==> config.mk <==
export PLATFORM = sky130hd
export DESIGN_NAME = lsvp_unit
export DESIGN_NICKNAME = d
export VERILOG_FILES = /design/src/assert_macros.svh /design/src/lsvp_pkg.sv /design/src/lsvp_unit.sv
export SDC_FILE = /design/constraint.sdc
export NUM_CORES = 1
export LEC_CHECK = 0
export BUFFER_PORTS_ARGS = -buffer_cell sky130_fd_sc_hd__buf_2
export CAP_MARGIN = 20
export CORE_AREA = 4 4 218 167
export DETAILED_ROUTE_END_ITERATION = 12
export DIE_AREA = 0 0 222 171
export PLACE_DENSITY_LB_ADDON = 0.2
export SLEW_MARGIN = 10
export SYNTH_ARGS = -nofsm -noshare
export SYNTH_HDL_FRONTEND = slang
export SYNTH_SLANG_ARGS = --single-unit
==> constraint.sdc <==
create_clock -name vclk -period 13.3
set_clock_uncertainty 0.15 [all_clocks]
set_input_delay 2.66 -clock vclk [all_inputs]
set_output_delay 2.66 -clock vclk [all_outputs]
set_load 0.005 [all_outputs]
==> src/assert_macros.svh <==
// Assertion macros shared by the RTL of the sampler voice.
// Each macro expands to one labeled concurrent assertion on clk and rst_n.
`ifndef ASSERT_MACROS_SVH
`define ASSERT_MACROS_SVH

// The condition holds at every clock edge out of reset.
`define ASSERT_ALWAYS(lbl, cond, msg) \
  lbl: assert property (@(posedge clk) disable iff (!rst_n) (cond)) else $error(msg);

// The consequent holds in the cycle after the antecedent.
`define ASSERT_NEXT(lbl, ante, cons, msg) \
  lbl: assert property (@(posedge clk) disable iff (!rst_n) (ante) |=> (cons)) else $error(msg);

`endif

==> src/lsvp_pkg.sv <==
`timescale 1ns / 1ps
// Package of the sampler voice: request and result types, codes and constants.
// Used by the sample memory, the shared arithmetic unit and the top level.
package lsvp_pkg;

  localparam int POS_W = 40;

  localparam logic [1:0] ACT_WRITE   = 2'd0;
  localparam logic [1:0] ACT_FRAME   = 2'd1;
  localparam logic [1:0] ACT_RESTART = 2'd2;

  localparam logic [1:0] LOOP_OFF  = 2'd0;
  localparam logic [1:0] LOOP_FWD  = 2'd1;
  localparam logic [1:0] LOOP_PING = 2'd2;

  localparam logic [2:0] CFG_LOOP_MODE    = 3'd0;
  localparam logic [2:0] CFG_LOOP_BEGIN   = 3'd1;
  localparam logic [2:0] CFG_LOOP_STOP    = 3'd2;
  localparam logic [2:0] CFG_SAMPLE_LEN   = 3'd3;
  localparam logic [2:0] CFG_WIDTH_MODE   = 3'd4;
  localparam logic [2:0] CFG_STEP         = 3'd5;

  localparam logic [16:0] FULL_SCALE = 17'h10000;

  typedef struct packed {
    logic [1:0]         action;
    logic [15:0]        address;
    logic signed [15:0] sample_word;
  } voice_in_t;

  typedef struct packed {
    logic signed [15:0] frame_value;
    logic               voice_active;
  } voice_out_t;

  typedef enum logic {
    OP_MAC,
    OP_REM
  } unit_op_t;

  typedef struct packed {
    unit_op_t           op;
    logic signed [17:0] mul_a;
    logic signed [17:0] mul_b;
    logic signed [35:0] acc;
    logic [16:0]        rem;
    logic               rem_bit;
    logic [16:0]        divisor;
  } unit_req_t;

endpackage

==> src/lsvp_unit.sv <==
`timescale 1ns / 1ps
// Shared arithmetic unit: multiply-accumulate and one restoring remainder step.
// Depends on lsvp_pkg for the request type.
module lsvp_unit (
  input  lsvp_pkg::unit_req_t req,
  output logic signed [35:0]  mac_res,
  output logic [16:0]         rem_res
);
  import lsvp_pkg::*;

  logic signed [35:0] product;
  logic [17:0]        shifted;
  logic [17:0]        diff;

  assign product = req.mul_a * req.mul_b;
  assign shifted = {req.rem, req.rem_bit};
  assign diff    = shifted - {1'b0, req.divisor};

  always_comb begin
    mac_res = '0;
    rem_res = '0;
    unique case (req.op)
      OP_MAC: begin
        mac_res = req.acc + product;
      end
      OP_REM: begin
        if (shifted >= {1'b0, req.divisor}) begin
          rem_res = diff[16:0];
        end else begin
          rem_res = shifted[16:0];
        end
      end
      default: begin
        mac_res = '0;
      end
    endcase
  end

endmodule

==> results_dict.tcl <==
set metrics [dict create \
    finalNetCount 2352 \
    cp_max_fo 18 \
    dp_hpwl_um 32400 \
    dieHeight_um 171 \
    design.seq.count 0 \
    critPathTopFamily "adder cells" \
    max_slew.worst_pin.slew_ns 0.780 \
    slowest_delay_ns 0.62 \
    seqCellArea_um2 0 \
    avgRoutedWirePerCell_um 17.0 \
    relSlewSlack 0.479 \
    hold_buffers 0 \
    io-pin-count 161 \
    worstPathRequired_ns 10.49 \
    antenna_found_initial 2 \
    cp-start-kind "input port" \
    slew_viol_final 0 \
    rows 59 \
    hp-class "input port to output pin" \
    cpMostUsedCell "fa_1" \
    die_area_mm2 0.0380 \
    cp_num_buf_inv 5 \
    path_cells "buf_2 > nand2_1 > fa_1 > inv_1 > fa_1 > inv_1 > fa_1 > inv_1 > fa_1 > fa_1 > fa_1 > ha_1 > ha_1 > a21o_1 > a21oi_1 > o21ai_0 > a2111o_1 > a31oi_1 > o21ai_1 > xnor2_1 > nor2_1 > buf_2" \
    place.gp.congestion 0.832 \
    met2WireLength_um 15300 \
    synth_nets 2247 \
    setup_viol 0 \
    first_pass_iters 5 \
    period_needed_ns 12.13 \
    cts_setup_buffers 0 \
    syn_area_mm2 0.0146 \
    layout-area-overhead-vs-synth_pct 7.84 \
    post-route-drc-count 0 \
    fmax_mhz 82.4 \
    ant_nets 0 \
    synthCells 1647 \
    route.met3.wl_um 2290 \
    cts_resized 0 \
    finish.utilization 0.460 \
    crit_type "input port to output pin" \
    num_vias 10900 \
    drv_cap 0 \
    top_layer "met5" \
    outcome "complete, no violations" \
    port_buffers 161 \
    routed_wl_um 37500 \
    synth_seq_area_share 0 \
    wl_met1_um 19700 \
    final-hold-violation-count 0 \
    grt_overflow 0 \
    fin_tns_setup_ns 0 \
    diodes 0 \
    final_cell_area_mm2 0.0157 \
    grt_pass1_vias 11500 \
    endpoint_kind "output pin" \
    grt_start_max_net_pins 62 \
    rsz0062_at_grt "false" \
    start_util 0.426 \
    clkbuf_count 0 \
    final_cell_mix "428 x inv_1, 363 x fa_1, 178 x and2_1" \
    synthDistinctLibCells 53 \
    final_common_cell "inv_1" \
    layout-drive-gt1-share 0.103 \
    fillers 3409 \
    finalCritPeriodShare 0.912 \
    drt_iter0_drc 551 \
    syn_avg_cell_area_um2 8.86 \
    grt_pass1_wl_um 62800 \
    routed_via_density 4.94 \
    yosys_warnings 0 \
    dpl_cell_area_mm2 0.0157 \
    core_area_mm2 0.0343 \
    fp.dieW_um 222 \
    grt.total_usage 0.204 \
    cp.arrival_ns 9.32 \
    crit_slowest_cell "fa_1" \
]
==> cell families (layout without fill, tap and decap cells) <==
| kind of cell | after synthesis | in the layout | share of synthesized area |
|---|---|---|---|
| adder cells (fa/ha/maj) | 492 | 492 | 0.608 |
| buffers and inverters | 487 | 590 | 0.127 |
| AND/OR/NAND/NOR | 476 | 476 | 0.167 |
| AO/OA/AOI/OAI | 145 | 145 | 0.0693 |
| XOR/XNOR | 43 | 43 | 0.0258 |
| multiplexers | 4 | 4 | 0.00309 |
==> metal layers <==
metal | vias to the layer above | GRT usage
li1 | 5102 | -
met1 | 5484 | 0.342
met5 | - | 0
met2 | 291 | 0.293
met3 | 16 | 0.0232
met4 | 2 | 0.0108
==> layout make-up <==
class	count	area, um^2	share of cell area
Inverter	428	1610	0.102
Multi-Input combinational cell	1160	12700	0.810
Timing Repair Buffer	162	813	0.0517
Tap cell	457	572	0.0363
==> cell usage after synthesis (2+ instances only) <==
library cell | number | area (um^2)
o31ai_2 | 12 | 150
nand2_1 | 147 | 552
a21oi_1 | 35 | 175
o211ai_1 | 5 | 37.5
buf_2 | 2 | 10.0
o31ai_1 | 3 | 22.5
nand4_1 | 8 | 50.1
o21ai_0 | 24 | 120
clkbuf_1 | 54 | 203
fa_1 | 363 | 7270
nor2_1 | 59 | 221
xnor2_1 | 27 | 236
buf_6 | 2 | 22.5
inv_1 | 428 | 1610
a211oi_1 | 6 | 45.0
o21ai_1 | 5 | 25.0
and4_1 | 4 | 35.0
a41oi_1 | 3 | 26.3
nor4_1 | 2 | 12.5
or3_1 | 5 | 31.3
nor2b_1 | 12 | 75.1
nand3_1 | 24 | 120
xor2_1 | 16 | 140
a21o_1 | 21 | 158
nand2b_1 | 9 | 56.3
ha_1 | 129 | 1610
o31a_1 | 2 | 17.5
nor3_1 | 17 | 85.1
and2b_1 | 3 | 22.5
a31oi_1 | 9 | 56.3
and2_1 | 178 | 1110
and3_1 | 3 | 18.8
mux2_2 | 3 | 33.8
o21a_1 | 8 | 60.1
==> worst min-delay path, delay by kind of cell <==
family	cells	cell delay, ns
compound gates	1	0.06
buf+inv	2	0.20
simple gates	1	0.07
==> stage by stage <==
step | hold WS (ns) | cells | setup WS (ns)
5_1_grt | 5.52 | 2207 | 0.751
2_1_floorplan | 5.29 | 1647 | 1.54
3_3_place_gp | 5.48 | 2207 | 1.19
3_5_place_dp | 5.49 | 2207 | 1.14
4_1_cts | 5.49 | 2207 | 1.13
6_report | 5.49 | 2207 | 1.17
==> path summary, 6_finish.rpt <==
| check | from | endpoint | slack [ns] | cells after the start |
|---|---|---|---|---|
| worst max-delay path | req[106] | mac_res[35] | 1.17 | 22 |
| worst min-delay path | req[17] | rem_res[0] | 5.49 | 4 |
Power is left out: the tool's default activity adds up to more than one toggle a clock period on the data nets, which glitch-free logic cannot reach.
